$ cat src/rtl/prdt_pkg.sv
`timescale 1ns / 1ps

package prdt_pkg;

    // Command codes
    localparam logic CMD_TICK  = 1'b0;
    localparam logic CMD_PULSE = 1'b1;

    // Configuration register indexes
    localparam logic [2:0] CFG_EN_TRACK    = 3'd0;
    localparam logic [2:0] CFG_STOP_THR    = 3'd1;
    localparam logic [2:0] CFG_TRIM_GAIN   = 3'd2;
    localparam logic [2:0] CFG_EN_METRO    = 3'd3;
    localparam logic [2:0] CFG_METRO_IVL   = 3'd4;
    localparam logic [2:0] CFG_EN_SMOOTH   = 3'd5;
    localparam logic [2:0] CFG_SMOOTH_LEN  = 3'd6;

    // Field widths
    localparam int LEVEL_W  = 21;
    localparam int SCALED_W = 18;
    localparam int ENTRY_W  = 13;
    localparam int SUM_W    = 18;
    localparam int TIME_W   = 32;

    // Serial divider and multiplier sizes
    localparam int DVD_W     = 31;
    localparam int DVS_W     = 10;
    localparam int DIV_CNT_W = $clog2(DVD_W);
    localparam int MUL_A_W   = 18;
    localparam int MUL_B_W   = 11;
    localparam int PROD_W    = 29;
    localparam int MUL_CNT_W = $clog2(MUL_B_W);

    // Level constants, 8 fraction bits
    localparam logic signed [LEVEL_W-1:0] LEVEL_MAX  = 21'sd256000;
    localparam logic signed [LEVEL_W-1:0] LEVEL_MIN  = -21'sd1024000;
    localparam logic signed [LEVEL_W-1:0] STOP_LEVEL = 21'sd3;
    localparam logic signed [ENTRY_W-1:0] ENTRY_MIN  = -13'sd4000;
    localparam logic [SCALED_W-1:0]       SCALED_MAX = 18'd196608;
    localparam logic [DVS_W-1:0]          SCALE_DIV  = 10'd1000;

    typedef enum logic [3:0] {
        ST_IDLE,
        ST_EVAL,
        ST_PDIV,
        ST_TRACK,
        ST_SUM,
        ST_SDIV,
        ST_SDIV_W,
        ST_SCALE,
        ST_MUL_W,
        ST_QDIV_W,
        ST_OUT
    } prdt_state_t;

endpackage

$ cat src/rtl/prdt_div.sv
`timescale 1ns / 1ps

// Restoring divider, one quotient bit per cycle
module prdt_div
    import prdt_pkg::*;
(
    input  logic             clk,
    input  logic             rst_n,
    input  logic             start,
    input  logic [DVD_W-1:0] dividend,
    input  logic [DVS_W-1:0] divisor,
    output logic             busy,
    output logic             done,
    output logic [DVD_W-1:0] quotient
);

    logic [DVD_W-1:0]     q_reg, q_next;
    logic [DVS_W-1:0]     rem_reg, rem_next;
    logic [DVS_W-1:0]     dvs_reg;
    logic [DIV_CNT_W-1:0] cnt_reg, cnt_next;
    logic                 busy_reg, busy_next;
    logic                 done_reg, done_next;
    logic [DVS_W:0]       trial;
    logic [DVS_W:0]       diff;
    logic                 ge;

    // One shift-subtract step
    always_comb
    begin
        trial     = {rem_reg, q_reg[DVD_W-1]};
        diff      = trial - {1'b0, dvs_reg};
        ge        = (trial >= {1'b0, dvs_reg});
        q_next    = q_reg;
        rem_next  = rem_reg;
        cnt_next  = cnt_reg;
        busy_next = busy_reg;
        done_next = 1'b0;
        if (start)
        begin
            q_next    = dividend;
            rem_next  = '0;
            cnt_next  = '0;
            busy_next = 1'b1;
        end
        else if (busy_reg)
        begin
            q_next   = {q_reg[DVD_W-2:0], ge};
            rem_next = ge ? diff[DVS_W-1:0] : trial[DVS_W-1:0];
            cnt_next = cnt_reg + 1'b1;
            if (cnt_reg == DIV_CNT_W'(DVD_W - 1))
            begin
                busy_next = 1'b0;
                done_next = 1'b1;
            end
        end
    end

    always_ff @(posedge clk)
    begin
        q_reg   <= q_next;
        rem_reg <= rem_next;
        if (start)
        begin
            dvs_reg <= divisor;
        end
    end

    always_ff @(posedge clk or negedge rst_n)
    begin
        if (!rst_n)
        begin
            cnt_reg  <= '0;
            busy_reg <= 1'b0;
            done_reg <= 1'b0;
        end
        else
        begin
            cnt_reg  <= cnt_next;
            busy_reg <= busy_next;
            done_reg <= done_next;
        end
    end

    assign busy     = busy_reg;
    assign done     = done_reg;
    assign quotient = q_reg;

endmodule

$ cat src/rtl/prdt_mul.sv
`timescale 1ns / 1ps

// Shift-add multiplier, one multiplier bit per cycle, MSB first
module prdt_mul
    import prdt_pkg::*;
(
    input  logic               clk,
    input  logic               rst_n,
    input  logic               start,
    input  logic [MUL_A_W-1:0] a,
    input  logic [MUL_B_W-1:0] b,
    output logic               done,
    output logic [PROD_W-1:0]  prod
);

    logic [PROD_W-1:0]    acc_reg, acc_next;
    logic [MUL_A_W-1:0]   a_reg;
    logic [MUL_B_W-1:0]   b_reg, b_next;
    logic [MUL_CNT_W-1:0] cnt_reg, cnt_next;
    logic                 busy_reg, busy_next;
    logic                 done_reg, done_next;

    always_comb
    begin
        acc_next  = acc_reg;
        b_next    = b_reg;
        cnt_next  = cnt_reg;
        busy_next = busy_reg;
        done_next = 1'b0;
        if (start)
        begin
            acc_next  = '0;
            b_next    = b;
            cnt_next  = '0;
            busy_next = 1'b1;
        end
        else if (busy_reg)
        begin
            acc_next = {acc_reg[PROD_W-2:0], 1'b0}
                     + (b_reg[MUL_B_W-1] ? PROD_W'(a_reg) : '0);
            b_next   = {b_reg[MUL_B_W-2:0], 1'b0};
            cnt_next = cnt_reg + 1'b1;
            if (cnt_reg == MUL_CNT_W'(MUL_B_W - 1))
            begin
                busy_next = 1'b0;
                done_next = 1'b1;
            end
        end
    end

    always_ff @(posedge clk)
    begin
        acc_reg <= acc_next;
        b_reg   <= b_next;
        if (start)
        begin
            a_reg <= a;
        end
    end

    always_ff @(posedge clk or negedge rst_n)
    begin
        if (!rst_n)
        begin
            cnt_reg  <= '0;
            busy_reg <= 1'b0;
            done_reg <= 1'b0;
        end
        else
        begin
            cnt_reg  <= cnt_next;
            busy_reg <= busy_next;
            done_reg <= done_next;
        end
    end

    assign done = done_reg;
    assign prod = acc_reg;

endmodule

$ cat src/rtl/prdt_ring.sv
`timescale 1ns / 1ps

// Smoothing ring: one write port, one registered read port.
// Entries never written read as zero.
module prdt_ring
    import prdt_pkg::*;
#(
    parameter int DEPTH = 32
)
(
    input  logic                      clk,
    input  logic                      rst_n,
    input  logic                      wr_en,
    input  logic [$clog2(DEPTH)-1:0]  wr_idx,
    input  logic signed [ENTRY_W-1:0] wr_data,
    input  logic                      rd_en,
    input  logic [$clog2(DEPTH)-1:0]  rd_idx,
    output logic signed [ENTRY_W-1:0] rd_data
);

    logic signed [ENTRY_W-1:0] mem [DEPTH];
    logic signed [ENTRY_W-1:0] rd_q_reg;
    logic [DEPTH-1:0]          valid_reg;
    logic                      rd_vld_reg;

    // Storage and read data
    always_ff @(posedge clk)
    begin
        if (wr_en)
        begin
            mem[wr_idx] <= wr_data;
        end
        if (rd_en)
        begin
            rd_q_reg <= mem[rd_idx];
        end
    end

    // Per-entry valid bits give the cleared state right out of reset
    always_ff @(posedge clk or negedge rst_n)
    begin
        if (!rst_n)
        begin
            valid_reg  <= '0;
            rd_vld_reg <= 1'b0;
        end
        else
        begin
            if (wr_en)
            begin
                valid_reg[wr_idx] <= 1'b1;
            end
            if (rd_en)
            begin
                rd_vld_reg <= valid_reg[rd_idx];
            end
        end
    end

    assign rd_data = rd_vld_reg ? rd_q_reg : '0;

endmodule

$ cat src/rtl/pulse_rate_decay_tracker.sv
`timescale 1ns / 1ps
// Divisions run on the shared serial divider (pulse level, ring average, output scaling);
// scaling adds a serial multiply, and smoothing adds ring reads and divider setup. Throughput:
// one request at a time; the next is taken in the cycle after the result is loaded, later while
// res_stall holds.
// Reset (rst_n, async, low) clears control, tracker and configuration registers; ring entries
// read zero through valid bits.
module pulse_rate_decay_tracker
    import prdt_pkg::*;
#(
    parameter int RING_DEPTH = 32
)
(
    input  logic                       clk,
    input  logic                       rst_n,
    input  logic                       cmd_valid,
    output logic                       cmd_stall,
    input  logic                       command,
    input  logic [TIME_W-1:0]          now_ms,
    output logic                       res_valid,
    input  logic                       res_stall,
    output logic signed [LEVEL_W-1:0]  level,
    output logic [SCALED_W-1:0]        scaled_level,
    output logic                       stopped,
    input  logic                       cfg_valid,
    output logic                       cfg_ready,
    input  logic [2:0]                 cfg_index,
    input  logic [10:0]                cfg_data
);

    localparam int AW = $clog2(RING_DEPTH);
    localparam int PW = $clog2(RING_DEPTH + 1);

    prdt_state_t state_reg, state_next;

    // Configuration
    logic        en_track_reg;
    logic [9:0]  stop_thr_reg;
    logic [10:0] trim_reg;
    logic        en_metro_reg;
    logic [10:0] metro_ivl_reg;
    logic        en_smooth_reg;
    logic [4:0]  smooth_len_reg;

    // Request and tracker state
    logic                       cmd_reg;
    logic [TIME_W-1:0]          now_reg;
    logic signed [LEVEL_W-1:0]  level_reg, level_next;
    logic [PW-1:0]              pos_reg, pos_next;
    logic [TIME_W-1:0]          last_pulse_reg, last_pulse_next;
    logic [TIME_W-1:0]          last_decay_reg, last_decay_next;
    logic [TIME_W-1:0]          last_metro_reg, last_metro_next;
    logic                       stop_reg, stop_next;
    logic                       neg_reg, neg_next;
    logic signed [SUM_W-1:0]    acc_reg, acc_next;
    logic [PW-1:0]              cnt_reg, cnt_next;
    logic                       pend_reg, pend_next;
    logic [SCALED_W-1:0]        scaled_reg, scaled_next;

    // Result register
    logic                       res_valid_reg, res_valid_next;
    logic signed [LEVEL_W-1:0]  res_level_reg;
    logic [SCALED_W-1:0]        res_scaled_reg;
    logic                       res_stopped_reg;
    logic                       out_free;
    logic                       res_load;

    // Derived values
    logic [9:0]                 thr_eff;
    logic [4:0]                 sl_eff;
    logic [PW-1:0]              len_eff;
    logic [TIME_W-1:0]          gap_ms;
    logic [TIME_W-1:0]          elapsed;
    logic [12:0]                thr5;
    logic                       gap_over5;
    logic signed [13:0]         d_s;
    logic [13:0]                dabs14;
    logic [11:0]                dabs;
    logic [21:0]                dabs1000;
    logic                       metro_fire;
    logic                       pulse_now;
    logic                       stop_hit;
    logic                       level_pos;
    logic [17:0]                dec_sub;
    logic [17:0]                dec_v;
    logic [LEVEL_W-1:0]         qmag;
    logic [ENTRY_W-1:0]         ent_mag;
    logic                       sum_issue;

    // Ring push
    logic                       push_en;
    logic signed [ENTRY_W-1:0]  push_data;
    logic [PW-1:0]              pos_base;
    logic signed [ENTRY_W-1:0]  rd_data;

    // Shared units
    logic                       div_start, div_busy, div_done;
    logic [DVD_W-1:0]           div_dvd, div_q;
    logic [DVS_W-1:0]           div_dvs;
    logic                       mul_start, mul_done;
    logic [PROD_W-1:0]          mul_prod;

    assign cmd_stall = (state_reg != ST_IDLE);
    assign cfg_ready = 1'b1;
    assign out_free  = !res_valid_reg || !res_stall;

    // Register value fixes and effective ring length
    always_comb
    begin
        thr_eff = (stop_thr_reg == '0) ? 10'd1 : stop_thr_reg;
        sl_eff  = (smooth_len_reg == '0) ? 5'd1 : smooth_len_reg;
        if (int'(sl_eff) > RING_DEPTH)
        begin
            len_eff = PW'(RING_DEPTH);
        end
        else
        begin
            len_eff = PW'(sl_eff);
        end
    end

    // Time differences and pulse level dividend
    always_comb
    begin
        gap_ms     = now_reg - last_pulse_reg;
        elapsed    = now_reg - last_decay_reg;
        thr5       = ({3'b000, thr_eff} << 2) + {3'b000, thr_eff};
        gap_over5  = (gap_ms[31:13] != '0) || (gap_ms[12:0] > thr5);
        d_s        = signed'({4'b0000, thr_eff}) - signed'({1'b0, gap_ms[12:0]});
        dabs14     = d_s[13] ? 14'(-d_s) : 14'(d_s);
        dabs       = dabs14[11:0];
        dabs1000   = {dabs, 10'b0} - {6'b0, dabs, 4'b0} - {7'b0, dabs, 3'b0};
        metro_fire = en_metro_reg && ((now_reg - last_metro_reg) > {21'b0, metro_ivl_reg});
        pulse_now  = (cmd_reg == CMD_PULSE) || metro_fire;
        stop_hit   = gap_ms > {22'b0, thr_eff};
        level_pos  = !level_reg[LEVEL_W-1] && (level_reg != '0);
        dec_sub    = {elapsed[9:0], 8'b0};
        if ((elapsed[31:10] == '0) && (level_reg[17:0] >= dec_sub))
        begin
            dec_v = level_reg[17:0] - dec_sub;
        end
        else
        begin
            dec_v = '0;
        end
        qmag      = div_q[LEVEL_W-1:0];
        ent_mag   = div_q[LEVEL_W-1:8];
        sum_issue = (cnt_reg < len_eff);
        pos_base  = (pos_reg >= len_eff) ? '0 : pos_reg;
    end

    // Next state
    always_comb
    begin
        state_next = state_reg;
        unique case (state_reg)
            ST_IDLE:
            begin
                if (cmd_valid)
                begin
                    state_next = ST_EVAL;
                end
            end
            ST_EVAL:
            begin
                if (!pulse_now)
                begin
                    state_next = ST_TRACK;
                end
                else if (stop_reg || gap_over5)
                begin
                    state_next = (cmd_reg == CMD_PULSE) ? ST_SCALE : ST_TRACK;
                end
                else
                begin
                    state_next = ST_PDIV;
                end
            end
            ST_PDIV:
            begin
                if (div_done)
                begin
                    state_next = (cmd_reg == CMD_PULSE) ? ST_SCALE : ST_TRACK;
                end
            end
            ST_TRACK:
            begin
                state_next = (en_track_reg && en_smooth_reg) ? ST_SUM : ST_SCALE;
            end
            ST_SUM:
            begin
                if (!sum_issue && !pend_reg)
                begin
                    state_next = ST_SDIV;
                end
            end
            ST_SDIV:
            begin
                state_next = acc_reg[SUM_W-1] ? ST_SCALE : ST_SDIV_W;
            end
            ST_SDIV_W:
            begin
                if (div_done)
                begin
                    state_next = ST_SCALE;
                end
            end
            ST_SCALE:
            begin
                state_next = level_pos ? ST_MUL_W : ST_OUT;
            end
            ST_MUL_W:
            begin
                if (mul_done)
                begin
                    state_next = ST_QDIV_W;
                end
            end
            ST_QDIV_W:
            begin
                if (div_done)
                begin
                    state_next = ST_OUT;
                end
            end
            ST_OUT:
            begin
                if (out_free)
                begin
                    state_next = ST_IDLE;
                end
            end
            default:
            begin
                state_next = ST_IDLE;
            end
        endcase
    end

    // Datapath and unit controls
    always_comb
    begin
        level_next      = level_reg;
        last_pulse_next = last_pulse_reg;
        last_decay_next = last_decay_reg;
        last_metro_next = last_metro_reg;
        stop_next       = stop_reg;
        neg_next        = neg_reg;
        acc_next        = acc_reg;
        cnt_next        = cnt_reg;
        pend_next       = 1'b0;
        scaled_next     = scaled_reg;
        push_en         = 1'b0;
        push_data       = '0;
        div_start       = 1'b0;
        div_dvd         = '0;
        div_dvs         = SCALE_DIV;
        mul_start       = 1'b0;
        res_load        = 1'b0;
        unique case (state_reg)
            ST_EVAL:
            begin
                if (pulse_now)
                begin
                    last_pulse_next = now_reg;
                    if (cmd_reg == CMD_TICK)
                    begin
                        last_metro_next = now_reg;
                    end
                    if (stop_reg)
                    begin
                        stop_next = 1'b0;
                    end
                    else if (gap_over5)
                    begin
                        level_next = LEVEL_MIN;
                        push_en    = 1'b1;
                        push_data  = ENTRY_MIN;
                    end
                    else
                    begin
                        div_start = 1'b1;
                        div_dvd   = {1'b0, dabs1000, 8'b0};
                        div_dvs   = thr_eff;
                        neg_next  = d_s[13];
                    end
                end
            end
            ST_PDIV:
            begin
                if (div_done)
                begin
                    level_next = neg_reg ? LEVEL_W'(-qmag) : signed'(qmag);
                    push_en    = 1'b1;
                    push_data  = neg_reg ? ENTRY_W'(-ent_mag) : signed'(ent_mag);
                end
            end
            ST_TRACK:
            begin
                acc_next = '0;
                cnt_next = '0;
                if (en_track_reg)
                begin
                    last_decay_next = now_reg;
                    if (level_pos)
                    begin
                        if (stop_hit)
                        begin
                            level_next = STOP_LEVEL;
                            stop_next  = 1'b1;
                        end
                        else
                        begin
                            level_next = signed'(LEVEL_W'(dec_v));
                            push_en    = 1'b1;
                            push_data  = signed'({3'b000, dec_v[17:8]});
                        end
                    end
                end
            end
            ST_SUM:
            begin
                if (sum_issue)
                begin
                    cnt_next  = cnt_reg + 1'b1;
                    pend_next = 1'b1;
                end
                if (pend_reg)
                begin
                    acc_next = acc_reg + SUM_W'(rd_data);
                end
            end
            ST_SDIV:
            begin
                if (acc_reg[SUM_W-1])
                begin
                    level_next = '0;
                end
                else
                begin
                    div_start = 1'b1;
                    div_dvd   = {13'b0, acc_reg};
                    div_dvs   = DVS_W'(len_eff);
                end
            end
            ST_SDIV_W:
            begin
                if (div_done)
                begin
                    level_next = signed'({div_q[12:0], 8'b0});
                end
            end
            ST_SCALE:
            begin
                if (level_pos)
                begin
                    mul_start = 1'b1;
                end
                else
                begin
                    scaled_next = '0;
                end
            end
            ST_MUL_W:
            begin
                if (mul_done)
                begin
                    div_start = 1'b1;
                    div_dvd   = {2'b00, mul_prod};
                    div_dvs   = SCALE_DIV;
                end
            end
            ST_QDIV_W:
            begin
                if (div_done)
                begin
                    if (div_q > {13'b0, SCALED_MAX})
                    begin
                        scaled_next = SCALED_MAX;
                    end
                    else
                    begin
                        scaled_next = div_q[SCALED_W-1:0];
                    end
                end
            end
            ST_OUT:
            begin
                res_load = out_free;
            end
            ST_IDLE:
            begin
            end
            default:
            begin
            end
        endcase
    end

    // Ring position wraps to zero on the next push once it reaches or passes the effective length
    assign pos_next = push_en ? (pos_base + 1'b1) : pos_reg;

    // Result valid
    always_comb
    begin
        res_valid_next = res_valid_reg;
        if (res_load)
        begin
            res_valid_next = 1'b1;
        end
        else if (res_valid_reg && !res_stall)
        begin
            res_valid_next = 1'b0;
        end
    end

    // Request and result payload
    always_ff @(posedge clk)
    begin
        if (cmd_valid && !cmd_stall)
        begin
            cmd_reg <= command;
            now_reg <= now_ms;
        end
        neg_reg    <= neg_next;
        acc_reg    <= acc_next;
        scaled_reg <= scaled_next;
        if (res_load)
        begin
            res_level_reg   <= level_reg;
            res_scaled_reg  <= scaled_reg;
            res_stopped_reg <= stop_reg;
        end
    end

    // Control and tracker state
    always_ff @(posedge clk or negedge rst_n)
    begin
        if (!rst_n)
        begin
            state_reg      <= ST_IDLE;
            level_reg      <= '0;
            pos_reg        <= '0;
            last_pulse_reg <= '0;
            last_decay_reg <= '0;
            last_metro_reg <= '0;
            stop_reg       <= 1'b0;
            cnt_reg        <= '0;
            pend_reg       <= 1'b0;
            res_valid_reg  <= 1'b0;
        end
        else
        begin
            state_reg      <= state_next;
            level_reg      <= level_next;
            pos_reg        <= pos_next;
            last_pulse_reg <= last_pulse_next;
            last_decay_reg <= last_decay_next;
            last_metro_reg <= last_metro_next;
            stop_reg       <= stop_next;
            cnt_reg        <= cnt_next;
            pend_reg       <= pend_next;
            res_valid_reg  <= res_valid_next;
        end
    end

    // Configuration writes
    always_ff @(posedge clk or negedge rst_n)
    begin
        if (!rst_n)
        begin
            en_track_reg   <= 1'b0;
            stop_thr_reg   <= 10'd500;
            trim_reg       <= 11'd256;
            en_metro_reg   <= 1'b0;
            metro_ivl_reg  <= 11'd100;
            en_smooth_reg  <= 1'b0;
            smooth_len_reg <= 5'd5;
        end
        else if (cfg_valid && cfg_ready)
        begin
            unique case (cfg_index)
                CFG_EN_TRACK:   en_track_reg   <= cfg_data[0];
                CFG_STOP_THR:   stop_thr_reg   <= cfg_data[9:0];
                CFG_TRIM_GAIN:  trim_reg       <= cfg_data;
                CFG_EN_METRO:   en_metro_reg   <= cfg_data[0];
                CFG_METRO_IVL:  metro_ivl_reg  <= cfg_data;
                CFG_EN_SMOOTH:  en_smooth_reg  <= cfg_data[0];
                CFG_SMOOTH_LEN: smooth_len_reg <= cfg_data[4:0];
                default:
                begin
                end
            endcase
        end
    end

    prdt_div u_div (
        .clk      (clk),
        .rst_n    (rst_n),
        .start    (div_start),
        .dividend (div_dvd),
        .divisor  (div_dvs),
        .busy     (div_busy),
        .done     (div_done),
        .quotient (div_q)
    );

    prdt_mul u_mul (
        .clk   (clk),
        .rst_n (rst_n),
        .start (mul_start),
        .a     (level_reg[MUL_A_W-1:0]),
        .b     (trim_reg),
        .done  (mul_done),
        .prod  (mul_prod)
    );

    prdt_ring #(
        .DEPTH (RING_DEPTH)
    ) u_ring (
        .clk     (clk),
        .rst_n   (rst_n),
        .wr_en   (push_en),
        .wr_idx  (pos_base[AW-1:0]),
        .wr_data (push_data),
        .rd_en   ((state_reg == ST_SUM) && sum_issue),
        .rd_idx  (cnt_reg[AW-1:0]),
        .rd_data (rd_data)
    );

    assign res_valid    = res_valid_reg;
    assign level        = res_level_reg;
    assign scaled_level = res_scaled_reg;
    assign stopped      = res_stopped_reg;

    // Level stays inside its saturation range
    a_level_range: assert property (@(posedge clk) disable iff (!rst_n)
        (level_reg >= LEVEL_MIN) && (level_reg <= LEVEL_MAX))
        else $error("level out of range");

    // Ring position never passes the ring depth
    a_pos_range: assert property (@(posedge clk) disable iff (!rst_n)
        pos_reg <= PW'(RING_DEPTH))
        else $error("ring position out of range");

    // Divider is only started when free
    a_div_free: assert property (@(posedge clk) disable iff (!rst_n)
        div_start |-> !div_busy)
        else $error("divider started while busy");

    // Multiplier finishes only while the sequencer waits for it
    a_mul_wait: assert property (@(posedge clk) disable iff (!rst_n)
        mul_done |-> (state_reg == ST_MUL_W))
        else $error("multiplier done out of sequence");

    // Scaled result is clamped
    a_scaled_clamp: assert property (@(posedge clk) disable iff (!rst_n)
        res_valid_reg |-> (res_scaled_reg <= SCALED_MAX))
        else $error("scaled level above clamp");

endmodule

$ cat config.mk
export PLATFORM = sky130hd
export DESIGN_NAME = pulse_rate_decay_tracker
export DESIGN_NICKNAME = d
export VERILOG_FILES = /design/src/rtl/prdt_pkg.sv /design/src/rtl/prdt_div.sv /design/src/rtl/prdt_mul.sv /design/src/rtl/prdt_ring.sv /design/src/rtl/pulse_rate_decay_tracker.sv
export SDC_FILE = /design/constraint.sdc
export NUM_CORES = 2
export LEC_CHECK = 0
export BUFFER_PORTS_ARGS = -buffer_cell sky130_fd_sc_hd__buf_2
export CORE_MARGIN = 1
export CORE_UTILIZATION = 25
export CTS_CLUSTER_SIZE = 25
export DETAILED_ROUTE_END_ITERATION = 10
export GPL_TIMING_DRIVEN = 0
export HOLD_SLACK_MARGIN = 0.06
export PLACE_DENSITY_LB_ADDON = 0.05
export SYNTH_ARGS = -nofsm -noshare
export SYNTH_HDL_FRONTEND = slang
export SYNTH_SLANG_ARGS = --single-unit
$ cat constraint.sdc
create_clock -name clk -period 8 [get_ports clk]
set_input_delay 0.4 -clock clk [delete_from_list [all_inputs] [get_ports clk]]
set_output_delay 0.4 -clock clk [all_outputs]
set_load 0.01 [all_outputs]
* Yosys cells after proc, flatten, opt, wreduce, memory -nomap -nowiden
Memories as Yosys holds them, arrays and structs flattened. A register that Yosys moved wholly into a read port is not among the register bits.
Index checks and enable logic that the tools add are counted.
** Storage, ports and cells
- Input bits :: 52
- Logic and storage cells :: 272
- Memories :: 1
- Output and inout port bits :: 43
- RAM bits :: 416
- Register bits after elaboration :: 441
** Memories
- u_ring.mem :: words 32, width 13, rd ports 1, clocked after memory_dff 1, write ports 1, line prdt_ring.sv:21 : logic signed [ENTRY_W-1:0] mem [DEPTH];
** Cells by class
- Bitwise operators :: 4
- Muxes and demuxes :: 113
- Add/sub/neg operators :: 18
- Equality and inequality tests :: 35
- Reduce and logical (&&, ||, !) cells :: 51
- $lt $le $gt $ge :: 11
** Operator list (number)
- $mux W21 :: 9
- $mux W18 :: 7
- $pmux W21 S5 :: 1
- $sub A32 B32 Y32 :: 3
- $mux W10 :: 9
- $mux W30 :: 3
- $pmux W30 S3 :: 1
- $mux W13 :: 6
- $pmux W18 S2 :: 2
- $mux W31 :: 2
- $pmux W4 S11 :: 1
- $mux W1 :: 40
- $pmux W13 S3 :: 1
- $mux W4 :: 9
- $gt A32 B10 Y1 :: 1
- $gt A32 B11 Y1 :: 1
- $or A32 B32 Y32 :: 1
- $gt A31 B18 Y1 const B :: 1
- $add A29 B29 Y29 :: 1
- $mux W29 :: 1
- $ne A2 B2 Y1 const B :: 13
- $logic_not A22 Y1 :: 1
- $mux W11 :: 2
- $reduce_and A2 Y1 :: 11
- other kinds (59) :: 105

* Longest topological paths before layout
- Depth after elaboration :: 12
- Mapped depth :: 34
- Gate-level depth less buffers :: 33

* Cells and area by module
From an unflattened synthesis, not the netlist that was laid out.
** Unflattened totals
- Cells, all modules :: 3843
- Area, all modules :: 46837.4 um^2
** Modules (own cells, without submodules)
- pulse_rate_decay_tracker :: sequential area each 7722.4 um^2, cells each 2500, area each 22584.2 um^2, times used 1
- prdt_ring :: sequential area each 13708.1 um^2, cells each 770, area each 17730.8 um^2, times used 1
- prdt_mul :: sequential area each 1601.5 um^2, cells each 349, area each 3603.5 um^2, times used 1
- prdt_div :: sequential area each 1606.5 um^2, cells each 224, area each 2919.0 um^2, times used 1

* Least setup slack after synthesis
OpenSTA, ideal clock, no wires.
- Path type :: register to register
- From :: register now_reg[0]
- To :: register u_div.q_reg[28], in the netlist u_div.quotient[28], data pin
- Stages on the path, launching flop included :: 30
- Path slack :: 1.558 ns
- Buffers on the path :: 1
- Required time :: 7.732 ns
- Arrival time :: 6.174 ns
- Period minus slack after synthesis :: 6.442 ns
- Library setup time :: 0.268 ns
- Cells stage by stage :: edfxtp_1 -> inv_1 -> ha_1 -> inv_1 -> fa_1 -> a211o_1 -> a221o_1 -> xor2_1 -> ha_1 -> o21ai_0 -> nand2b_1 -> o211ai_1 -> o31ai_1 -> and4bb_2 -> clkbuf_2 -> clkinv_1 -> nand2_1 -> xor2_1 -> inv_1 -> fa_1 -> inv_1 -> ha_1 -> a21o_1 -> a21o_1 -> or3_1 -> o31ai_1 -> o21ai_1 -> a21boi_0 -> xor2_1 -> o21ai_0
** Between the ends
- Elaborated cells on any way between the ends :: 22
- Those cells by class :: add/sub: 6; order compare: 2; mux: 10; reduce/logical: 4
** RTL lines
- start, declared :: line pulse_rate_decay_tracker.sv:47 : logic [TIME_W-1:0] now_reg;
- start signal, assigned :: line pulse_rate_decay_tracker.sv:423 : now_reg <= now_ms;
- $sub A32 B32 Y32 * :: line pulse_rate_decay_tracker.sv:125 : gap_ms = now_reg - last_pulse_reg;
- $sub A10 B13 Y14 * :: line pulse_rate_decay_tracker.sv:129 : d_s = signed'({4'b0000, thr_eff}) - signed'({1'b0, gap_ms[12:0]});
- via d_s[13] :: line pulse_rate_decay_tracker.sv:76 : logic signed [13:0] d_s;
- $mux W12 * :: line pulse_rate_decay_tracker.sv:130 : dabs14 = d_s[13] ? 14'(-d_s) : 14'(d_s);
- $sub A22 B16 Y22 :: line pulse_rate_decay_tracker.sv:132 : dabs1000 = {dabs, 10'b0} - {6'b0, dabs, 4'b0} - {7'b0, dabs, 3'b0};
- $sub A22 B15 Y22 * :: line pulse_rate_decay_tracker.sv:132
- $mux W30 * :: line pulse_rate_decay_tracker.sv:274 : else if (gap_over5)
- $mux W30 * :: line pulse_rate_decay_tracker.sv:270 : if (stop_reg)
- $mux W30 * :: line pulse_rate_decay_tracker.sv:263 : if (pulse_now)
- $pmux W30 S3 * :: line pulse_rate_decay_tracker.sv:260 : unique case (state_reg)
- $mux W31 * :: line prdt_div.sv:38 : if (start)
- via u_div.q_next[28] :: line prdt_div.sv:17 : logic [DVD_W-1:0] q_reg, q_next;
- end signal, assigned :: line prdt_div.sv:60 : q_reg <= q_next;
- end, declared :: line prdt_div.sv:17
The timed path passes the listed nets; every way through them passes the cells marked *.
A chain may end at the register's enable or synchronous reset.

* Worst setup path in the final report
- From :: register stop_thr_reg[8]
- To :: memory u_ring.mem[23][6], enable pin
** Between the ends
- Cells in the longest elaborated chain, start to end :: 11
- Elaborated cells on any way between the ends :: 15
- Those cells by class :: add/sub: 1; order compare: 2; mux: 10; reduce/logical: 2
** RTL lines
- start, declared :: line pulse_rate_decay_tracker.sv:38 : logic [9:0] stop_thr_reg;
- start signal, assigned :: line pulse_rate_decay_tracker.sv:484 : CFG_STOP_THR: stop_thr_reg <= cfg_data[9:0];
- $logic_not A10 Y1 :: line pulse_rate_decay_tracker.sv:110 : thr_eff = (stop_thr_reg == '0) ? 10'd1 : stop_thr_reg;
- $mux W10 * :: line pulse_rate_decay_tracker.sv:110
- $add A12 B10 Y13 :: line pulse_rate_decay_tracker.sv:127 : thr5 = ({3'b000, thr_eff} << 2) + {3'b000, thr_eff};
- $gt A13 B13 Y1 :: line pulse_rate_decay_tracker.sv:128 : gap_over5 = (gap_ms[31:13] != '0) || (gap_ms[12:0] > thr5);
- $logic_or A1 B1 Y1 :: line pulse_rate_decay_tracker.sv:128
- $mux W1 :: line pulse_rate_decay_tracker.sv:274
- $mux W1 :: line pulse_rate_decay_tracker.sv:270
- $mux W1 :: line pulse_rate_decay_tracker.sv:263
- $pmux W1 S3 * :: line pulse_rate_decay_tracker.sv:260
- $mux W1 * :: line prdt_ring.sv:29 : if (wr_en)
- $mux W1 (not written as such) * :: line prdt_ring.sv:31 : mem[wr_idx] <= wr_data;
- end, declared :: line prdt_ring.sv:21
Mark *: on every way between the ends. The rest lies on a longest branch, timed or not.

==> reports/results.ini <==
[outcome]
status=complete, no violations

[pwr]
intPower_mw=8.175
power_mw=11.26
p_seq_share_pct=43.2
swShare_pct=27.40
pwr-share-comb_pct=15.0
p_leak_nw=18.48
ir_drop_uv=154.6
p_per_area_nw_per_um2=205.2
switchingPower_mw=3.086
clockPowerShare_pct=41.8

[layout]
fin_util_pct=29.97
fillers=18815
nets=4412
largest_reg_flops=416
layout-drive-gt1-share_pct=16.24
area_delta_synth_final_pct=19.10
fin_cells=6658
design_area_um2=54870

[logic_synthesis]
ys.flop_type=edfxtp_1
synth_area_um2=46070
synth.avg_cell_area_um2=12.15
yosysSeqAreaShare_pct=53.48
async_flop_share_pct=25.52
synth_xor_xnor_area_share_pct=3.490
synthCells=3793
synth-seq-cells=870
synthAdderAreaFrac_pct=7.187
synth_simple_gate_area_share_pct=10.26
synth_mux_area_share_pct=10.37
synth_edf_count=609
netlist.area_leader.share_pct=39.70
synth-warning-count=0
synth_top_family_by_area=compound AO/OA/AOI/OAI gates
synth_compound_area_share_pct=11.92
synth_nets=4101
yosys.area.top_type=edfxtp_1
ys_types=103
synth_area_leaders=edfxtp_1 (40%), dfrtp_1 (11%), mux4_2 (6.8%), ha_1 (6.6%), mux2_2 (2.7%)

[global_routing]
grt_pass1_vias=31254
antenna_found_initial=8
gr-total-overflow=0
grt_max_degree=102
grt_util_all_layers_pct=16.41
grt_pass1_wl_um=224300

[cts]
root_buffer=clkbuf_16
clk_path_buf_depth=3
cts_sinks=870
numCtsBuffers=107
cts_tree=yes
clk_pin_slew_ns=0.06
clock_latency_ns=0.74
htreeDepth=3

[hold_path]
hp-start=cfg_index[1]
hp-class=in -> reg

[route]
drt-total-wl_um=153800
drc=0
antenna_left=0
routedWlPerCell_um=23.10
first_iter_violations=2045
drtPass1Iterations=6
vias=31158
vias_per_cell=4.680

[sta]
tightest_slew_ns=1.311
relSlewSlack_pct=12.59
timing.fmax_ghz=0.1339
rsz0062_at_grt=no
setup_viol=0
finalCritPeriodShare_pct=93.38
final_hold_viol_count=0
period_minus_slack_ns=7.471
fin_skew_ns=0.04448
slew_violations=0

[placed_design]
finalWeightedCongestion=0.8279
numPortBuffers=93
dp_cells=6401
hpwl_um=117200
place_area_um2=50660

[setup_path]
crit_fanout=11
required_ns=8.47
startpoint=stop_thr_reg[8]$_DFFE_PN1P_
start_kind=flip-flop
end_kind=flip-flop
timing.rr.start=stop_thr_reg[8]$_DFFE_PN1P_
crit_type=reg -> reg
crit_arrival_ns=7.94
rrSetupSlack_ns=0.53

[die]
core_um2=183100
initial_utilization_pct=25.16
rows=157
die_h_um=431.3
die_w_um=431.3
dieArea_um2=186000
ioPinCount=95

[job]
maxCapViolations=0

-- cell families (layout without fill, tap and decap cells) --
family | Yosys count | count (layout)
compound gates | 837 | 837
flops | 870 | 870
simple gates | 964 | 964
xor+xnor | 182 | 182
mux | 286 | 286
other cells | 1 | 2
fa+ha+maj | 257 | 257
buf+inv | 396 | 796
-- synthesized netlist by cell type, types with 12 or more instances --
master	count
o211ai_1	24
dfxtp_1	39
o21a_1	34
nand3b_1	12
o221ai_1	13
or3_1	16
a211oi_1	39
a31oi_1	20
ha_1	243
clkbuf_1	121
fa_1	13
inv_1	242
xnor2_1	111
mux2_2	112
and2_1	50
nor4_1	30
a22oi_1	23
dfrtp_1	210
o31ai_1	34
mux2i_1	29
nand2b_1	37
a21boi_0	17
nand4_1	35
nor2b_1	34
a21o_1	88
nand2_1	273
xor2_1	70
edfxtp_1	609
nor3_1	60
dfstp_2	12
buf_1	16
nand3_1	55
o21bai_1	47
nor3b_1	17
and3_1	26
a21oi_1	168
o21ai_0	214
nor2_1	264
mux4_2	140
-- cell usage in the layout, fill, tap and decap left out, types with 22 or more instances in the layout --
cell type / netlist / layout
clkbuf_16: 0 / 110
nand4_1: 35 / 35
clkinv_2: 0 / 22
xnor2_1: 111 / 110
a22oi_1: 23 / 23
dfxtp_1: 39 / 39
o211ai_1: 24 / 24
buf_2: 10 / 104
a21o_1: 88 / 88
o21a_1: 34 / 34
edfxtp_1: 609 / 609
inv_1: 242 / 242
nor4_1: 30 / 29
o21ai_0: 214 / 213
ha_1: 243 / 243
mux2_2: 112 / 112
nand3_1: 55 / 55
mux2i_1: 29 / 29
nor2b_1: 34 / 34
nor2_1: 264 / 230
dfrtp_1: 210 / 210
and3_1: 26 / 25
nor3_1: 60 / 60
mux4_2: 140 / 140
o31ai_1: 34 / 23
a21oi_1: 168 / 166
nand2b_1: 37 / 37
dlygate4sd3_1: 0 / 49
clkbuf_1: 121 / 150
xor2_1: 70 / 65
o21bai_1: 47 / 47
buf_8: 0 / 32
and2_1: 50 / 50
nand2_1: 273 / 272
a211oi_1: 39 / 39
-- worst paths after layout --
path                       depth (start not counted)                             end
hold / removal                                     3       en_smooth_reg$_DFFE_PN0P_
min in group asynchronous                          2    u_div.cnt_reg[0]$_DFFE_PN0P_
setup reg to reg                                  27     u_ring.mem[23][6]$_DFFE_PP_
max in group asynchronous                          3  last_pulse_reg[25]$_DFFE_PN0P_
hold reg to reg                                    0      scaled_level[15]$_DFFE_PP_
setup / recovery                                  27     u_ring.mem[23][6]$_DFFE_PP_
-- timing repair --
action                                  CTS  global route
setup buffers                             1             8
hold buffers                             49             0
pin swaps                                 1             5
endpoints found under the setup margin  369           581
gates resized for setup                  21            19
hold endpoints to repair                284             0
-- critical path, stage by stage (launching register included) --
cell and delay [ns]:
dfstp_2 0.66, nor4_1 0.10, a41oi_1 0.47, inv_1 0.14, ha_1 0.24, fa_1 0.41
a21o_1 0.19, a21oi_1 0.23, nor2b_1 0.07, o21ai_0 0.15, nand2b_1 0.13, o21ai_0 0.17
nand2b_1 0.09, a21o_1 0.19, ha_1 0.29, a21o_1 0.18, a21o_1 0.17, a21oi_1 0.26
o211ai_1 0.17, or3b_2 0.22, a32oi_2 0.20, nor4_4 0.67, nor4_4 0.12, a211o_1 0.43
nand2_1 0.32, buf_2 0.52, nor2_2 0.20, buf_8 0.20
-- layer usage --
layer | routed length [um] | track usage [%] | up-vias
li1 | - | - | 14828
met1 | 76320 | 23.90 | 15680
met2 | 69160 | 25.62 | 498
met3 | 5178 | 2.082 | 152
met4 | 3169 | 4.087 | 0
met5 | 0 | 0 | -
-- final cells by class --
type	instances	area, um2	area share [%]
clock inverters	52	400.4	0.7297
repair buffers	203	1901	3.464
plain buffers	150	593.1	1.081
diodes	1	2.502	0.004561
clock buffers	146	2948	5.373
multi-input cells	2527	20380	37.14
flip-flops and latches	870	24640	44.91
inverters	245	923.4	1.683
well taps	2464	3083	5.619
-- power by group through the flow --
stage | Sequential (mW) | Combinational, mW | Clock (mW)
global route | 4.87 | 1.87 | 5.03
global placement | 4.96 | 1.67 | 0
floorplan | 4.94 | 1.13 | 0
detailed placement | 4.96 | 1.65 | 0
CTS | 4.87 | 1.68 | 4.89
finish | 4.87 | 1.68 | 4.71
-- metrics by stage --
stage | setup TNS, ns | setup WS (ns) | hold slack (ns)
floorplan | 0 | 1.558 | 0.1044
global placement | -1546.12 | -4.700 | 0.4085
finish | 0 | 0.5294 | 0.1403
detailed placement | -124.40 | -0.8907 | 0.3135
global route | 0 | 0.003722 | 0.1226
CTS | -4.892 | -0.1362 | 0.06136
(Power assumes the default switching activity.)
